<file path="src/hdl/modbus_read_response_parser_core_defines.svh">
// assertion helpers for the parser rtl
`ifndef MODBUS_READ_RESPONSE_PARSER_CORE_DEFINES_SVH
`define MODBUS_READ_RESPONSE_PARSER_CORE_DEFINES_SVH

// clocked check, masked while reset is asserted
`define MBRP_ASSERT(lbl, clk, rst_n, prop, msg) \
    lbl: assert property (@(posedge clk) disable iff (!rst_n) prop) else $error(msg);

// clocked check that also holds during reset
`define MBRP_ASSERT_ALWAYS(lbl, clk, prop, msg) \
    lbl: assert property (@(posedge clk) prop) else $error(msg);

`endif

</file>
<file path="src/hdl/mbrp_pkg.sv">
`default_nettype none
package mbrp_pkg;

    localparam int NWORDS = 9;
    localparam int WORD_W = 16;
    localparam int KIND_W = 4;
    localparam int CFG_IDX_W = 1;
    localparam int CFG_DATA_W = 8;

    localparam logic [15:0] CRC_INIT = 16'hFFFF;
    localparam logic [15:0] CRC_POLY = 16'hA001;
    localparam logic [7:0] FUNC_READ = 8'h03;
    localparam logic [7:0] ADDR_RESET = 8'd80;

    localparam logic [1:0] MODE_QUAT = 2'd0;
    localparam logic [1:0] MODE_MOTION = 2'd1;
    localparam logic [1:0] MODE_CAL = 2'd2;

    localparam logic [CFG_IDX_W-1:0] CFG_DEV_ADDR = 1'b0;
    localparam logic [CFG_IDX_W-1:0] CFG_MODE = 1'b1;

    typedef enum logic [2:0] {
        ST_OK    = 3'd0,
        ST_ADDR  = 3'd1,
        ST_CRC   = 3'd2,
        ST_FUNC  = 3'd3,
        ST_COUNT = 3'd4,
        ST_SHORT = 3'd5,
        ST_LONG  = 3'd6
    } t_status;

    typedef struct packed {
        logic [7:0] dev_addr;
        logic [1:0] mode;
    } t_cfg;

    typedef struct packed {
        t_status                        status;
        logic [1:0]                     mode;
        logic [NWORDS-1:0][WORD_W-1:0]  words;
    } t_desc;

    function automatic logic [15:0] crc_byte(input logic [15:0] c, input logic [7:0] b);
        logic [15:0] v;
        v = c ^ {8'h00, b};
        for (int i = 0; i < 8; i++) begin
            if (v[0]) begin
                v = (v >> 1) ^ CRC_POLY;
            end else begin
                v = v >> 1;
            end
        end
        return v;
    endfunction

    function automatic logic [1:0] eff_mode(input logic [1:0] m);
        return (m == MODE_MOTION || m == MODE_CAL) ? m : MODE_QUAT;
    endfunction

    function automatic logic [3:0] skip_words(input logic [1:0] m);
        return (m == MODE_MOTION) ? 4'd4 : 4'd0;
    endfunction

    function automatic logic [7:0] need_bytes(input logic [1:0] m);
        case (m)
            MODE_MOTION: return 8'd26;
            MODE_CAL:    return 8'd6;
            default:     return 8'd8;
        endcase
    endfunction

    function automatic logic [3:0] word_count(input logic [1:0] m);
        case (m)
            MODE_MOTION: return 4'd9;
            MODE_CAL:    return 4'd3;
            default:     return 4'd4;
        endcase
    endfunction

    function automatic logic [KIND_W-1:0] kind_base(input logic [1:0] m);
        case (m)
            MODE_MOTION: return 4'd0;
            MODE_CAL:    return 4'd13;
            default:     return 4'd9;
        endcase
    endfunction

endpackage
`default_nettype wire

</file>
<file path="src/hdl/mbrp_byte_if.sv">
`default_nettype none
interface mbrp_byte_if;
    logic       valid;
    logic       ready;
    logic [7:0] rx_byte;
    logic       last_byte;

    modport source (output valid, output rx_byte, output last_byte, input ready);
    modport sink (input valid, input rx_byte, input last_byte, output ready);
endinterface
`default_nettype wire

</file>
<file path="src/hdl/mbrp_word_if.sv">
`default_nettype none
interface mbrp_word_if;
    logic               valid;
    logic               ready;
    logic signed [15:0] word_value;
    logic [3:0]         word_kind;
    logic [2:0]         frame_status;
    logic               last_word;

    modport source (
        output valid, output word_value, output word_kind, output frame_status,
        output last_word, input ready
    );
    modport sink (
        input valid, input word_value, input word_kind, input frame_status,
        input last_word, output ready
    );
endinterface
`default_nettype wire

</file>
<file path="src/hdl/mbrp_front.sv">
`default_nettype none
module mbrp_front #(
    parameter int MAX_FRAME = 64
) (
    input  wire logic           i_clk,
    input  wire logic           i_rst_n,
    input  mbrp_pkg::t_cfg      i_cfg,
    mbrp_byte_if.sink           i_rx,
    input  wire logic           i_full,
    output logic                o_push,
    output mbrp_pkg::t_desc     o_desc
);
    import mbrp_pkg::*;

    localparam int IDX_W = $clog2(MAX_FRAME + 2);

    logic [15:0]                    r_crc, n_crc;
    logic [IDX_W-1:0]               r_byte_index, n_byte_index;
    logic [7:0]                     r_function_code, n_function_code;
    logic [7:0]                     r_payload_count, n_payload_count;
    logic [7:0]                     r_pending_high, n_pending_high;
    logic                           r_addr_ok, n_addr_ok;
    logic [NWORDS-1:0][WORD_W-1:0]  r_store, n_store;

    logic             accept;
    logic [1:0]       m;
    logic [IDX_W-1:0] q;
    logic [IDX_W-1:0] w_ext;
    logic [IDX_W-1:0] s_ext;
    logic [IDX_W-1:0] w_rel;
    logic [9:0]       len10;
    t_status          status;

    assign i_rx.ready = !i_full;
    assign accept = i_rx.valid && !i_full;
    assign m = eff_mode(i_cfg.mode);

    assign q = r_byte_index - IDX_W'(3);
    assign w_ext = {1'b0, q[IDX_W-1:1]};
    assign s_ext = IDX_W'(skip_words(m));
    assign w_rel = w_ext - s_ext;

    always_comb begin
        n_crc = crc_byte(r_crc, i_rx.rx_byte);
        n_function_code = r_function_code;
        n_payload_count = r_payload_count;
        n_pending_high = r_pending_high;
        n_addr_ok = r_addr_ok;
        n_store = r_store;
        if (r_byte_index == '0) begin
            n_addr_ok = (i_rx.rx_byte == i_cfg.dev_addr);
        end else if (r_byte_index == IDX_W'(1)) begin
            n_function_code = i_rx.rx_byte;
        end else if (r_byte_index == IDX_W'(2)) begin
            n_payload_count = i_rx.rx_byte;
        end else if (r_byte_index < IDX_W'(MAX_FRAME)) begin
            if (!q[0]) begin
                n_pending_high = i_rx.rx_byte;
            end else if (w_ext >= s_ext && w_rel < IDX_W'(NWORDS)) begin
                n_store[w_rel[3:0]] = {r_pending_high, i_rx.rx_byte};
            end
        end
        // saturate one past the limit so overlong frames stay flagged
        n_byte_index = (r_byte_index <= IDX_W'(MAX_FRAME)) ? r_byte_index + IDX_W'(1)
                                                           : r_byte_index;
    end

    assign len10 = 10'(n_byte_index);

    always_comb begin
        if (len10 > 10'(MAX_FRAME)) begin
            status = ST_LONG;
        end else if (!n_addr_ok || len10 <= 10'd5) begin
            status = ST_ADDR;
        end else if (n_crc != 16'h0000) begin
            status = ST_CRC;
        end else if (n_function_code != FUNC_READ) begin
            status = ST_FUNC;
        end else if (len10 < 10'(n_payload_count) + 10'd5) begin
            status = ST_COUNT;
        end else if (n_payload_count < need_bytes(m)) begin
            status = ST_SHORT;
        end else begin
            status = ST_OK;
        end
    end

    assign o_push = accept && i_rx.last_byte;
    assign o_desc.status = status;
    assign o_desc.mode = m;
    assign o_desc.words = n_store;

    always_ff @(posedge i_clk) begin
        if (!i_rst_n) begin
            r_crc <= CRC_INIT;
            r_byte_index <= '0;
            r_function_code <= '0;
            r_payload_count <= '0;
            r_pending_high <= '0;
            r_addr_ok <= 1'b0;
        end else if (accept) begin
            if (i_rx.last_byte) begin
                r_crc <= CRC_INIT;
                r_byte_index <= '0;
                r_function_code <= '0;
                r_payload_count <= '0;
                r_pending_high <= '0;
                r_addr_ok <= 1'b0;
            end else begin
                r_crc <= n_crc;
                r_byte_index <= n_byte_index;
                r_function_code <= n_function_code;
                r_payload_count <= n_payload_count;
                r_pending_high <= n_pending_high;
                r_addr_ok <= n_addr_ok;
            end
        end
    end

    // word store keeps its contents across frames
    always_ff @(posedge i_clk) begin
        if (accept) begin
            r_store <= n_store;
        end
    end
endmodule
`default_nettype wire

</file>
<file path="src/hdl/mbrp_queue.sv">
`default_nettype none
module mbrp_queue (
    input  wire logic           i_clk,
    input  wire logic           i_rst_n,
    input  wire logic           i_push,
    input  mbrp_pkg::t_desc     i_desc,
    output logic                o_full,
    output logic                o_valid,
    output mbrp_pkg::t_desc     o_desc,
    input  wire logic           i_pop
);
    import mbrp_pkg::*;

    t_desc      r_mem [2];
    logic       r_wr, r_rd;
    logic [1:0] r_count, n_count;

    assign o_full = (r_count == 2'd2);
    assign o_valid = (r_count != 2'd0);
    assign o_desc = r_mem[r_rd];

    always_comb begin
        n_count = r_count;
        if (i_push && !i_pop) begin
            n_count = r_count + 2'd1;
        end else if (i_pop && !i_push) begin
            n_count = r_count - 2'd1;
        end
    end

    always_ff @(posedge i_clk) begin
        if (!i_rst_n) begin
            r_wr <= 1'b0;
            r_rd <= 1'b0;
            r_count <= 2'd0;
        end else begin
            if (i_push) begin
                r_wr <= !r_wr;
            end
            if (i_pop) begin
                r_rd <= !r_rd;
            end
            r_count <= n_count;
        end
    end

    always_ff @(posedge i_clk) begin
        if (i_push) begin
            r_mem[r_wr] <= i_desc;
        end
    end
endmodule
`default_nettype wire

</file>
<file path="src/hdl/mbrp_back.sv">
`default_nettype none
`include "modbus_read_response_parser_core_defines.svh"
module mbrp_back (
    input  wire logic           i_clk,
    input  wire logic           i_rst_n,
    input  wire logic           i_q_valid,
    input  mbrp_pkg::t_desc     i_q_desc,
    output logic                o_pop,
    mbrp_word_if.source         o_res
);
    import mbrp_pkg::*;

    t_desc      r_desc;
    logic       r_active;
    logic [3:0] r_k;

    logic       take;
    logic       done;
    logic       is_ok;
    logic [3:0] n_words;

    assign is_ok = (r_desc.status == ST_OK);
    assign n_words = word_count(r_desc.mode);

    assign o_res.valid = r_active;
    assign o_res.word_value = is_ok ? $signed(r_desc.words[r_k]) : 16'sd0;
    assign o_res.word_kind = is_ok ? kind_base(r_desc.mode) + r_k : 4'd0;
    assign o_res.frame_status = r_desc.status;
    assign o_res.last_word = is_ok ? (r_k == n_words - 4'd1) : 1'b1;

    assign take = r_active && o_res.ready;
    assign done = take && o_res.last_word;
    // next frame loads in the cycle its predecessor's final word leaves
    assign o_pop = i_q_valid && (!r_active || done);

    always_ff @(posedge i_clk) begin
        if (!i_rst_n) begin
            r_active <= 1'b0;
            r_k <= 4'd0;
        end else if (o_pop) begin
            r_active <= 1'b1;
            r_k <= 4'd0;
        end else if (done) begin
            r_active <= 1'b0;
        end else if (take) begin
            r_k <= r_k + 4'd1;
        end
    end

    always_ff @(posedge i_clk) begin
        if (o_pop) begin
            r_desc <= i_q_desc;
        end
    end

    `MBRP_ASSERT(a_status_single, i_clk, i_rst_n,
        (r_active && r_desc.status != ST_OK) |-> (o_res.last_word && o_res.word_value == 16'sd0),
        "status result must be a single zero word")
    `MBRP_ASSERT(a_burst_continues, i_clk, i_rst_n,
        (take && !o_res.last_word) |=> (r_active && r_k == $past(r_k) + 4'd1),
        "frame burst broke before its final word")
    `MBRP_ASSERT(a_index_bound, i_clk, i_rst_n,
        (r_active && r_desc.status == ST_OK) |-> (r_k < n_words),
        "word index ran past the frame's word count")
endmodule
`default_nettype wire

</file>
<file path="src/hdl/modbus_read_response_parser_core.sv">
// Modbus RTU read-reply parser: bytes enter on i_rx with a last-byte mark, one byte per cycle
// whenever the two-entry frame queue has room. The CRC-16 (init FFFF, poly A001), header
// checks and word buffering run in the front end in the cycle each byte is taken; at the last
// byte a frame record with its status and the buffered words enters the queue. The back end
// sends each frame's results on o_res one per cycle while ready is high: 4 words in quaternion
// mode, 9 in motion mode, 3 in calibration mode, or one status result for a failing frame. The
// front stalls only when two finished frames are still waiting behind the one being sent.
// Config writes take effect at once and belong between frames.
`default_nettype none
module modbus_read_response_parser_core #(
    parameter int MAX_FRAME = 64
) (
    input  wire logic                                i_clk,
    input  wire logic                                i_rst_n,
    mbrp_byte_if.sink                                i_rx,
    mbrp_word_if.source                              o_res,
    input  wire logic                                i_cfg_we,
    input  wire logic [mbrp_pkg::CFG_IDX_W-1:0]      i_cfg_index,
    input  wire logic [mbrp_pkg::CFG_DATA_W-1:0]     i_cfg_data
);
    import mbrp_pkg::*;

    t_cfg  r_cfg;
    logic  push, full, q_valid, pop;
    t_desc push_desc, q_desc;

    always_ff @(posedge i_clk) begin
        if (!i_rst_n) begin
            r_cfg.dev_addr <= ADDR_RESET;
            r_cfg.mode <= MODE_QUAT;
        end else if (i_cfg_we) begin
            case (i_cfg_index)
                CFG_DEV_ADDR: r_cfg.dev_addr <= i_cfg_data;
                CFG_MODE:     r_cfg.mode <= i_cfg_data[1:0];
                default:      r_cfg <= r_cfg;
            endcase
        end
    end

    mbrp_front #(
        .MAX_FRAME(MAX_FRAME)
    ) u_front (
        .i_clk  (i_clk),
        .i_rst_n(i_rst_n),
        .i_cfg  (r_cfg),
        .i_rx   (i_rx),
        .i_full (full),
        .o_push (push),
        .o_desc (push_desc)
    );

    mbrp_queue u_queue (
        .i_clk  (i_clk),
        .i_rst_n(i_rst_n),
        .i_push (push),
        .i_desc (push_desc),
        .o_full (full),
        .o_valid(q_valid),
        .o_desc (q_desc),
        .i_pop  (pop)
    );

    mbrp_back u_back (
        .i_clk    (i_clk),
        .i_rst_n  (i_rst_n),
        .i_q_valid(q_valid),
        .i_q_desc (q_desc),
        .o_pop    (pop),
        .o_res    (o_res)
    );
endmodule
`default_nettype wire

</file>
<file path="src/flat_wrapper.sv">
// flat-port wrapper written by rule: the top's interface ports become plain ports
module modbus_read_response_parser_core_flat import mbrp_pkg::*;
#(
    parameter int MAX_FRAME = 64
)
  (i_clk, i_rst_n, i_cfg_we, i_cfg_index, i_cfg_data, i_rx_valid, i_rx_rx_byte, i_rx_last_byte, i_rx_ready, o_res_valid, o_res_word_value, o_res_word_kind, o_res_frame_status, o_res_last_word, o_res_ready);
  mbrp_byte_if i_rx_i ();
  mbrp_word_if o_res_i ();
  input  wire logic i_clk;
  input  wire logic i_rst_n;
  input  wire logic i_cfg_we;
  input  wire logic [mbrp_pkg::CFG_IDX_W-1:0] i_cfg_index;
  input  wire logic [mbrp_pkg::CFG_DATA_W-1:0] i_cfg_data;
  input wire logic [$bits(i_rx_i.valid)-1:0] i_rx_valid;
  input wire logic [$bits(i_rx_i.rx_byte)-1:0] i_rx_rx_byte;
  input wire logic [$bits(i_rx_i.last_byte)-1:0] i_rx_last_byte;
  output wire logic [$bits(i_rx_i.ready)-1:0] i_rx_ready;
  output wire logic [$bits(o_res_i.valid)-1:0] o_res_valid;
  output wire logic [$bits(o_res_i.word_value)-1:0] o_res_word_value;
  output wire logic [$bits(o_res_i.word_kind)-1:0] o_res_word_kind;
  output wire logic [$bits(o_res_i.frame_status)-1:0] o_res_frame_status;
  output wire logic [$bits(o_res_i.last_word)-1:0] o_res_last_word;
  input wire logic [$bits(o_res_i.ready)-1:0] o_res_ready;
  assign i_rx_i.valid = i_rx_valid;
  assign i_rx_i.rx_byte = i_rx_rx_byte;
  assign i_rx_i.last_byte = i_rx_last_byte;
  assign i_rx_ready = i_rx_i.ready;
  assign o_res_valid = o_res_i.valid;
  assign o_res_word_value = o_res_i.word_value;
  assign o_res_word_kind = o_res_i.word_kind;
  assign o_res_frame_status = o_res_i.frame_status;
  assign o_res_last_word = o_res_i.last_word;
  assign o_res_i.ready = o_res_ready;
  modbus_read_response_parser_core #(.MAX_FRAME(MAX_FRAME)) u_core (.i_clk(i_clk), .i_rst_n(i_rst_n), .i_rx(i_rx_i), .o_res(o_res_i), .i_cfg_we(i_cfg_we), .i_cfg_index(i_cfg_index), .i_cfg_data(i_cfg_data));
endmodule
</file>
<file path="config.mk">
export PLATFORM = sky130hd
export DESIGN_NAME = modbus_read_response_parser_core_flat
export DESIGN_NICKNAME = d
export VERILOG_FILES = /design/src/hdl/mbrp_pkg.sv /design/src/hdl/mbrp_byte_if.sv /design/src/hdl/mbrp_word_if.sv /design/src/hdl/mbrp_front.sv /design/src/hdl/mbrp_queue.sv /design/src/hdl/mbrp_back.sv /design/src/hdl/modbus_read_response_parser_core.sv /design/src/flat_wrapper.sv
export VERILOG_INCLUDE_DIRS = /design/src /design/src/hdl
export SDC_FILE = /design/constraint.sdc
export NUM_CORES = 1
export LEC_CHECK = 0
export BUFFER_PORTS_ARGS = -buffer_cell sky130_fd_sc_hd__buf_4
export CAP_MARGIN = 40
export CORE_UTILIZATION = 35
export DETAILED_ROUTE_END_ITERATION = 12
export SYNTH_ARGS = -nofsm -noshare
export SYNTH_HDL_FRONTEND = slang
export SYNTH_HIERARCHICAL = 1
export SYNTH_SLANG_ARGS = --single-unit
</file>
<file path="constraint.sdc">
create_clock -name i_clk -period 9.6 [get_ports i_clk]
set_clock_uncertainty 0.15 [all_clocks]
set_input_delay 1.44 -clock i_clk [delete_from_list [all_inputs] [get_ports i_clk]]
set_output_delay 1.44 -clock i_clk [all_outputs]
set_load 0.02 [all_outputs]
</file>
==> results_dict.tcl, run 1 <==
set metrics [dict create \
    status "finished clean" \
    crit_slowest_cell "nor3_4" \
    ys_seq_area_frac 0.687 \
    post-route-period-util 0.576 \
    synthMuxAreaShare 0.159 \
    hold_depth 2 \
    nets 1769 \
    multi_input_area_sq_mm 0.00802 \
    cts_sinks 659 \
    fp.dieW_microns 284 \
    drt-vias-per-instance 5.04 \
    grt_pass1_wl_microns 89600 \
    place.gp.congestion 0.786 \
    fin_crit_ns 5.53 \
    hold-path-endpoint "u_core/r_cfg[5]$_SDFFE_PN0P_" \
    ys_ff_latch 659 \
    yosysWarnings 6 \
    synth.distinct_cells 80 \
    dp_hpwl_microns 34300 \
    io_pins 49 \
    synth_compound_area_frac 0.0491 \
    placementRows 103 \
    p_seq_frac 0.507 \
    final_cell_area_sq_mm 0.0314 \
    drive_gt1_frac 0.287 \
    yosysTopAreaCell "edfxtp_1" \
    ir_worst_vdd_uv 148 \
    fmax_ghz 0.181 \
    ctsResizeCount 0 \
    hold_viol 0 \
    routedWlPerCell_microns 21.1 \
    ff_latch_area_sq_mm 0.0191 \
    die_y_microns 284 \
    min_from "u_core/r_cfg[5]$_SDFFE_PN0P_" \
    critPathMostFrequentCell "ha_1" \
    core_area_sq_mm 0.0789 \
    drtPass1Iterations 5 \
    crit_arrival_ns 5.72 \
    yosysTopAreaCellShare 0.638 \
    syn_area_sq_mm 0.0278 \
    start_util 0.353 \
    grt_max_degree 151 \
    grt_setup_unrepaired "false" \
    wl_microns 59500 \
    dpl.cell_count 2699 \
    antenna_found_initial 0 \
    p_sw_frac 0.251 \
    synth_top_family_by_area "multiplexers" \
    clk_latency_ns 0.60 \
    n_antenna_cell 0 \
    fin_tns_setup_ns 0 \
    cts.clk_slew.worst_paths_ns 0.05 \
    die-area_sq_mm 0.0806 \
    criticalPathCategory "reg2reg" \
    synth-edff-count 591 \
    syn_inst 1678 \
    area_growth_pct 12.9 \
    h-tree-depth 3 \
    crit_chain "inv_1, ha_1, or3b_2, nor3_4, mux2_2, ha_1, nor2_1, nor2_1, xor2_1, mux2i_1, ha_1, a211o_1, a21oi_1, o21ai_0, o311ai_0, o31ai_1, a31o_1" \
    r2r_setup_slack_ns 4.07 \
    cts_hold_buffers 0 \
    ant_nets 0 \
    crit_required_ns 9.79 \
    crit_fanout 17 \
    clkPwrFrac 0.345 \
    synth_common_cells "591 x edfxtp_1, 190 x mux2_2, 111 x mux2_4" \
    synth-simple-area-share 0.0510 \
    vias 14219 \
    root_buffer "clkbuf_16" \
    syn_avg_cell_area_sq_um 16.6 \
    worstReg2RegStart "u_core/u_front/r_byte_index[0]$_SDFFE_PN0P_" \
    cts_tree "done" \
    fillers 7149 \
    power_per_cell_area_mw_per_mm2 231 \
    slew_violations 0 \
    placed_area_sq_mm 0.0293 \
    post_cts_buffers 0 \
    first_global_vias 14640 \
    drcViolationCount 0 \
    end_kind "flop" \
    r2r_end "u_core/u_queue/r_mem[1][146]$_DFFE_PP_" \
    syn_nets 1728 \
    p_int_w 0.00543 \
    io_buffer_count 48 \
    gr-total-overflow 0 \
    clk_path_buf_depth 3 \
    pwr-share-comb 0.147 \
    initialDrtViolationCount 961 \
    worstMarginPinSlew_ns 1.02 \
    p_switching_w 0.00182 \
    track_usage 0.147 \
    hold_path.class "reg2reg" \
    synthAdderAreaFrac 0.0121 \
    relSlewSlack 0.317 \
    cap_violations 0 \
    max_stage_delay_ns 0.59 \
    synthTopCellsByArea "edfxtp_1 64%, mux2_2 7.7%, mux2_4 6.0%" \
    yosysMostFrequentCell "edfxtp_1" \
    setup-violations-final 0 \
    synthArstFlopShare 0 \
    synth-xor-area-share 0.0166 \
    setup.worst_path.start_class "flop" \
    fin_cells 2821 \
    cts_inserted_buffers 68 \
    reg2regPathDepth 17 \
    p_leak_nw 9.40 \
    ys_dominant_reg_cell "edfxtp_1" \
]
==> worst max-delay path, delay by kind of cell, from the launching register on <==
family | cells | cell delay [ns]
compound gates | 6 | 1.42
xor+xnor | 1 | 0.14
fa+ha+maj | 3 | 0.87
buf+inv | 1 | 0.20
flops | 1 | 0.57
mux | 2 | 0.54
simple gates | 4 | 1.38
==> state kept, by name, summed over array words and instances (netlist names), 2 cells and up, named ones only <==
name	flops
u_core/u_queue/r_mem	298
u_core/u_back/r_desc	146
u_core/u_front/r_store	144
u_core/u_front/r_crc	16
u_core/r_cfg	10
u_core/u_front/r_function_code	8
u_core/u_front/r_payload_count	8
u_core/u_front/r_pending_high	8
u_core/u_front/r_byte_index	7
u_core/u_back/r_k	4
u_core/u_back/o_res.frame_status	3
u_core/u_queue/r_count	2
==> kinds of logic (layout without fill, tap and decap cells) <==
group | Yosys count | in the layout
flops | 659 | 659
mux | 360 | 360
simple gates | 256 | 256
compound gates | 198 | 198
buf+inv | 126 | 219
xor+xnor | 52 | 52
fa+ha+maj | 27 | 27
==> cells in the final DEF, fill, tap and decap left out, types with 4 or more instances in the layout <==
cell type and n:
clkbuf_16 69, and3_1 11, nor2b_1 51, buf_12 6
a22oi_1 30, xor2_1 14, nand2_2 5, mux2_4 111
mux2_1 14, o21ai_1 6, a21oi_1 48, edfxtp_1 591
inv_1 17, a31oi_1 4, o31ai_1 5, o211ai_1 13
nand3b_1 5, dfxtp_1 64, clkinv_1 13, a32o_1 16
nand2_1 70, buf_4 67, nand3_1 37, bufinv_16 4
a211oi_1 16, nor4_1 5, mux2_2 190, and2_4 4
and2_1 9, buf_16 5, xnor2_1 37, clkbuf_1 15
clkinv_2 12, or4_1 4, nor2_1 19, inv_6 5
ha_1 27, mux2i_1 44, o21ai_0 31
==> power groups by stage <==
stage	combinational, W	clock, W	sequential [W]
after CTS	0.00109	0.00258	0.00368
after floorplan	0.000811	0	0.00376
after detailed placement	0.00109	0	0.00374
final	0.00107	0.00250	0.00368
after global placement	0.00101	0	0.00375
after global routing	0.00116	0.00269	0.00370
==> per-layer routing <==
metal | GRT usage | vias up | wire length (microns)
met2 | 0.252 | 294 | 29700
met4 | 0.0507 | 0 | 1460
met1 | 0.188 | 7325 | 26100
met5 | 0 | - | 0
met3 | 0.0240 | 88 | 2290
li1 | - | 6512 | -
==> how the worst max path moves through the flow <==
stage                                                startpoint  depth (start not counted)                                     end
floorplan                                            i_rx_valid                          5    u_core/u_queue/r_mem[0][0]$_DFFE_PP_
global placement    u_core/u_front/r_byte_index[0]$_SDFFE_PN0P_                         17  u_core/u_queue/r_mem[0][146]$_DFFE_PP_
detailed placement  u_core/u_front/r_byte_index[0]$_SDFFE_PN0P_                         17  u_core/u_queue/r_mem[0][146]$_DFFE_PP_
CTS                 u_core/u_front/r_byte_index[0]$_SDFFE_PN0P_                         17  u_core/u_queue/r_mem[0][146]$_DFFE_PP_
global route        u_core/u_front/r_byte_index[0]$_SDFFE_PN0P_                         17  u_core/u_queue/r_mem[1][148]$_DFFE_PP_
finish              u_core/u_front/r_byte_index[0]$_SDFFE_PN0P_                         17  u_core/u_queue/r_mem[1][146]$_DFFE_PP_
==> area by class of cell <==
type                            instances  share of cell area
Timing Repair Buffer                   78              0.0242
Tap cell                             1050              0.0418
Sequential cell                       659               0.609
Clock inverter                         37             0.00996
Multi-Input combinational cell        893               0.255
Inverter                               19             0.00243
Clock buffer                           85              0.0572
==> metrics by stage <==
step | hold WS, ns | util | setup WS (ns) | power, W
5_1_grt | 0.341 | 0.398 | 3.59 | 0.00755
3_5_place_dp | 0.311 | 0.371 | 4.09 | 0.00483
2_1_floorplan | 0.298 | - | 0.192 | 0.00457
3_3_place_gp | 0.318 | 0.368 | 4.11 | 0.00477
6_report | 0.321 | 0.398 | 4.07 | 0.00725
4_1_cts | 0.322 | 0.398 | 4.08 | 0.00735
No activity file was read; power rests on OpenSTA's default activity.
==> inputs of run 2 (changes only) <==
- clock period: 9.6 -> 4.9 ns (I/O delays scaled with it)
==> run 2 against run 1 <==
- die area stayed put
- sequential cell count stayed put
- count of clock-buffer cells in the layout is 1 lower
- maximum frequency is 21% higher
- critical path depth is 1 higher
- register-to-register slack worse by 3.7 ns
==> results_dict.tcl, run 2 (synthesized netlist as in run 1, its figures left out) <==
set metrics [dict create \
    total_power_w 0.0142 \
    critPathTopFamily "compound AO/OA/AOI/OAI gates" \
    final_cell_mix "591 x edfxtp_1, 190 x mux2_2, 111 x mux2_4, 71 x buf_4, 70 x nand2_1" \
    max_stage_delay_ns 0.48 \
    drive_gt1_frac 0.289 \
    min_from "i_cfg_data[7]" \
    cts.clk_slew.worst_paths_ns 0.06 \
    initialDrtViolationCount 1033 \
    routedWlPerCell_microns 20.9 \
    reg2regPathDepth 18 \
    gr-total-overflow 0 \
    status "finished clean" \
    cts_sinks 659 \
    grt_max_degree 151 \
    cts_tree "done" \
    core_area_sq_mm 0.0789 \
    crit_slowest_cell "or3b_2" \
    place.gp.congestion 0.773 \
    post_cts_buffers 0 \
    ir_worst_vdd_uv 320 \
    ff_latch_area_sq_mm 0.0191 \
    crit_required_ns 5.09 \
    fp.dieW_microns 284 \
    critPathBufInv 2 \
    slew_violations 0 \
    drcViolationCount 0 \
    io_buffer_count 48 \
    post-route-period-util 0.932 \
    largestRegisters "u_core/u_queue/r_mem x298, u_core/u_back/r_desc x146, u_core/u_front/r_store x144" \
    setup.worst_path.start_class "flop" \
    relSlewSlack 0.370 \
    crit_arrival_ns 4.76 \
    worst_hold_slack_ns 0.259 \
    worstMarginPinSlew_ns 0.945 \
    io_pins 49 \
    layout_commonest_cell "edfxtp_1" \
    cts_inserted_buffers 67 \
    root_buffer "clkbuf_16" \
    fin_crit_ns 4.57 \
    worstSetupPathDepth 18 \
    cts_hold_buffers 0 \
    start_util 0.353 \
    r2r_setup_slack_ns 0.33 \
    endpoint "u_core/u_queue/r_mem[0][146]$_DFFE_PP_" \
    top_register "u_core/u_queue/r_mem" \
    end_kind "flop" \
    crit_start "u_core/u_front/r_byte_index[0]$_SDFFE_PN0P_" \
    power_per_cell_area_mw_per_mm2 453 \
    drtPass1Iterations 5 \
    die-area_sq_mm 0.0806 \
    vias 14176 \
    grt_setup_unrepaired "false" \
    crit_fanout 15 \
    crit_chain "inv_1, ha_1, or3b_2, nor3_4, buf_4, mux2_2, nor2_2, nor2_1, xor2_1, mux2i_1, ha_1, a211o_1, a21oi_1, o21ai_0, a41o_1, o311ai_2, o31ai_1, a31o_1" \
    clk_latency_ns 0.60 \
    setup-violations-final 0 \
    ctsResizeCount 0 \
    r2r_end "u_core/u_queue/r_mem[0][146]$_DFFE_PP_" \
    multi_input_area_sq_mm 0.00803 \
    antenna_found_initial 1 \
    grt_pass1_wl_microns 89100 \
    critPathMostFrequentCell "ha_1" \
    h-tree-depth 3 \
    p_leak_nw 9.38 \
    placementRows 103 \
    first_global_vias 14717 \
    cap_violations 0 \
    fmax_ghz 0.219 \
    hold_path.class "in2reg" \
    drt-vias-per-instance 5.02 \
    fillers 7122 \
    largest_reg_flops 298 \
    dp_hpwl_microns 33000 \
    ant_nets 0 \
    worstReg2RegStart "u_core/u_front/r_byte_index[0]$_SDFFE_PN0P_" \
    criticalPathCategory "reg2reg" \
    track_usage 0.146 \
    clk_path_buf_depth 3 \
    nets 1770 \
    fin_tns_setup_ns 0 \
    hold_viol 0 \
    die_y_microns 284 \
    area_growth_pct 12.7 \
    final_core_util 0.398 \
    wl_microns 59100 \
    n_antenna_cell 0 \
]
[run 2: cell types whose count changed in the layout (fill, tap and decap cells not counted), sizes merged]
cell	previous run	this run
buf	78	80
clkinv	28	29
inv	23	22
clkbuf	85	84
[run 2: metrics by stage]
| stage | instance area (sq um) | std cells | worst slack (ns) |
|---|---|---|---|
| 2_1_floorplan | 27800 | 1678 | 0.110 |
| 3_3_place_gp | 29200 | 2699 | 0.226 |
| 3_5_place_dp | 29200 | 2701 | 0.163 |
| 4_1_cts | 31400 | 2822 | 0.131 |
| 5_1_grt | 31400 | 2822 | 0.0659 |
| 6_report | 31400 | 2822 | 0.333 |
[run 2: per-layer routing]
layer | routed length [microns] | track usage | up-vias | part of all wire
li1 | - | - | 6537 | -
met1 | 26700 | 0.190 | 7301 | 0.45
met2 | 28900 | 0.248 | 253 | 0.49
met3 | 2100 | 0.0191 | 85 | 0.035
met4 | 1390 | 0.0526 | 0 | 0.024
met5 | 0 | 0 | - | 0
[run 2: power by group]
group | leakage (nW) | total, W | switching [W] | internal (W)
clock network | 1.04 | 0.00493 | 0.00209 | 0.00284
registers | 5.05 | 0.00722 | 0.000213 | 0.00701
logic | 3.28 | 0.00206 | 0.00128 | 0.000783
[run 2: tightest hold or removal path, cell delays in order]
cell	delay (ns)
buf_4	0.11
nand2_1	0.05
mux2i_1	0.06
[run 2: worst min-delay path by stage]
| stage | end | slack [ns] | depth (start not counted) |
|---|---|---|---|
| after CTS | u_core/r_cfg[9]$_SDFFE_PN0P_ | 0.23 | 3 |
| final | u_core/r_cfg[9]$_SDFFE_PN0P_ | 0.26 | 3 |
| after detailed placement | u_core/r_cfg[4]$_SDFFE_PN0P_ | 0.31 | 2 |
| after floorplan | u_core/r_cfg[2]$_SDFFE_PN0P_ | 0.30 | 2 |
| after global routing | u_core/r_cfg[5]$_SDFFE_PN0P_ | 0.25 | 3 |
| after global placement | u_core/r_cfg[3]$_SDFFE_PN0P_ | 0.31 | 2 |
[run 2: layout make-up]
type	count	share of cell area
Clock buffer	84	0.0575
Sequential cell	659	0.610
Multi-Input combinational cell	893	0.256
Timing Repair Buffer	80	0.0225
Inverter	19	0.00243
Clock inverter	37	0.0102
Tap cell	1050	0.0419
==> inputs of run 3 (changes only) <==
- BUFFER_PORTS_ARGS: -buffer_cell sky130_fd_sc_hd__buf_4 -> default
- DONT_BUFFER_PORTS: default -> 1
- GPL_ROUTABILITY_DRIVEN: default -> 0
- PLACE_DENSITY: default -> 0.54
==> run 3 against run 2 <==
- wire length is 2.1% higher
- core utilization shrank 0.056 points
- non-clock buffer count down 44
- register-to-register slack got worse by 0.04 ns
- clock power grew 8.7%
- count of clock-buffer cells in the layout up 7
- maximum frequency decreased by 0.97%
- combinational power about the same
- first-iteration DRC count down 23%
- die area stayed put
- critical path type unchanged
- critical endpoint unchanged
- largest cell class unchanged
==> results_dict.tcl, run 3 (synthesized netlist as in run 1, its figures left out) <==
set metrics [dict create \
    worstMarginPinSlew_ns 0.881 \
    wl_microns 60300 \
    h-tree-depth 3 \
    r2r_setup_slack_ns 0.29 \
    nets 1728 \
    worstReg2RegStart "u_core/u_front/r_byte_index[0]$_SDFFE_PN0P_" \
    criticalPathCategory "reg2reg" \
    relSlewSlack 0.413 \
    largestRegisters "u_core/u_queue/r_mem x298, u_core/u_back/r_desc x146, u_core/u_front/r_store x144" \
    grt_setup_unrepaired "false" \
    post_cts_buffers 0 \
    drcViolationCount 0 \
    first_global_vias 14471 \
    antenna_found_initial 0 \
    dp_hpwl_microns 33900 \
    setup-violations-final 0 \
    top_register "u_core/u_queue/r_mem" \
    power_per_cell_area_mw_per_mm2 466 \
    root_buffer "clkbuf_16" \
    track_usage 0.149 \
    cts_sinks 659 \
    slew_violations 0 \
    routedWlPerCell_microns 21.7 \
    dpl.cell_count 2657 \
    ant_nets 0 \
    hold_viol 0 \
    reg2regPathDepth 18 \
    start_util 0.353 \
    fillers 7200 \
    cts_tree "done" \
    grt_max_degree 129 \
    status "finished clean" \
    clk_path_buf_depth 3 \
    clk_latency_ns 0.61 \
    vias 14060 \
    cts.clk_slew.worst_paths_ns 0.06 \
    area_growth_pct 12.6 \
    setup.worst_path.start_class "flop" \
    total_power_w 0.0146 \
    drtPass1Iterations 5 \
    crit_required_ns 5.10 \
    largest_reg_flops 298 \
    final_cell_mix "591 x edfxtp_1, 190 x mux2_2, 111 x mux2_4, 72 x clkbuf_16, 70 x nand2_1" \
    ir_worst_vdd_uv 330 \
    cap_violations 0 \
    initialDrtViolationCount 791 \
    post-route-period-util 0.941 \
    end_kind "flop" \
    fin_crit_ns 4.61 \
    fmax_ghz 0.217 \
    cts_inserted_buffers 69 \
    p_leak_nw 9.29 \
    io_buffer_count 0 \
    hold_depth 1 \
    min_from "i_rst_n" \
    io_pins 49 \
    hold_path.class "in2reg" \
    fp.dieW_microns 284 \
    r2r_end "u_core/u_queue/r_mem[0][146]$_DFFE_PP_" \
    layout_commonest_cell "edfxtp_1" \
    placementRows 103 \
    die-area_sq_mm 0.0806 \
    gr-total-overflow 0 \
    cts_hold_buffers 0 \
    grt_pass1_wl_microns 90400 \
    n_antenna_cell 0 \
    drive_gt1_frac 0.279 \
    crit_fanout 15 \
    hold-path-endpoint "u_core/r_cfg[6]$_SDFFE_PN1P_" \
    crit_arrival_ns 4.82 \
    drt-vias-per-instance 5.05 \
    fin_cells 2784 \
    ctsResizeCount 1 \
    die_y_microns 284 \
    core_area_sq_mm 0.0789 \
]
run 3: final cells by class:
| type | instances | area [sq um] | area share |
|---|---|---|---|
| clock inverter | 36 | 450 | 0.0144 |
| clock buffer | 91 | 1910 | 0.0609 |
| sequential | 659 | 19100 | 0.610 |
| multi-input combinational | 893 | 8030 | 0.256 |
| tap | 1050 | 1310 | 0.0419 |
| timing repair buffer | 36 | 423 | 0.0135 |
| inverter | 19 | 76.3 | 0.00244 |
run 3: worst max-delay path by stage:
stage	startpoint	end	slack, ns
finish	u_core/u_front/r_byte_index[0]$_SDFFE_PN0P_	u_core/u_queue/r_mem[0][146]$_DFFE_PP_	0.29
global route	u_core/u_front/r_byte_index[0]$_SDFFE_PN0P_	u_core/u_queue/r_mem[0][146]$_DFFE_PP_	0.03
CTS	u_core/u_front/r_byte_index[0]$_SDFFE_PN0P_	u_core/u_queue/r_mem[0][146]$_DFFE_PP_	0.1
detailed placement	u_core/u_front/r_byte_index[0]$_SDFFE_PN0P_	u_core/u_queue/r_mem[0][146]$_DFFE_PP_	-0.03
global placement	u_core/u_front/r_byte_index[0]$_SDFFE_PN0P_	u_core/u_queue/r_mem[0][146]$_DFFE_PP_	0.07
floorplan	u_core/u_back/r_desc[144]$_DFFE_PP_	u_core/u_queue/r_count[1]$_SDFFE_PN0P_	0.11
run 3: stage by stage:
step	instance area (sq um)	setup TNS (ns)	worst slack [ns]	hold WS, ns	utilization
after floorplan	27800	0	0.110	0.298	-
after global placement	28900	0	0.0677	0.313	0.366
after detailed placement	29000	-0.0520	-0.0260	0.311	0.367
after CTS	31300	0	0.0964	0.0291	0.397
after global routing	31300	0	0.0254	0.0431	0.397
final	31300	0	0.288	0.0650	0.397
run 3: layer usage:
| metal | share of wire | vias up | wire, microns | GRT usage |
|---|---|---|---|---|
| met2 | 0.51 | 265 | 30500 | 0.261 |
| met1 | 0.44 | 7288 | 26300 | 0.189 |
| met3 | 0.042 | 63 | 2530 | 0.0248 |
| met4 | 0.016 | 0 | 973 | 0.0441 |
| li1 | - | 6444 | - | - |
| met5 | 0 | - | 0 | 0 |
run 3: critical path, cell delays in order (launching register included):
cell and delay, ns:
dfxtp_2 0.40, inv_1 0.13, ha_1 0.25, or3b_2 0.48
nor3_4 0.20, buf_4 0.25, mux2_2 0.42, nor2_2 0.16
nor2_1 0.08, xor2_1 0.15, mux2i_1 0.16, ha_1 0.26
a211o_1 0.26, a21oi_1 0.12, o21ai_0 0.16, a41o_1 0.26
o311ai_2 0.09, o31ai_1 0.12, a31o_1 0.25
run 3: power by group:
group | internal, W | switching (W)
Combinational | 0.000781 | 0.00127
Clock | 0.00320 | 0.00216
Sequential | 0.00700 | 0.000197
Total | 0.0110 | 0.00363
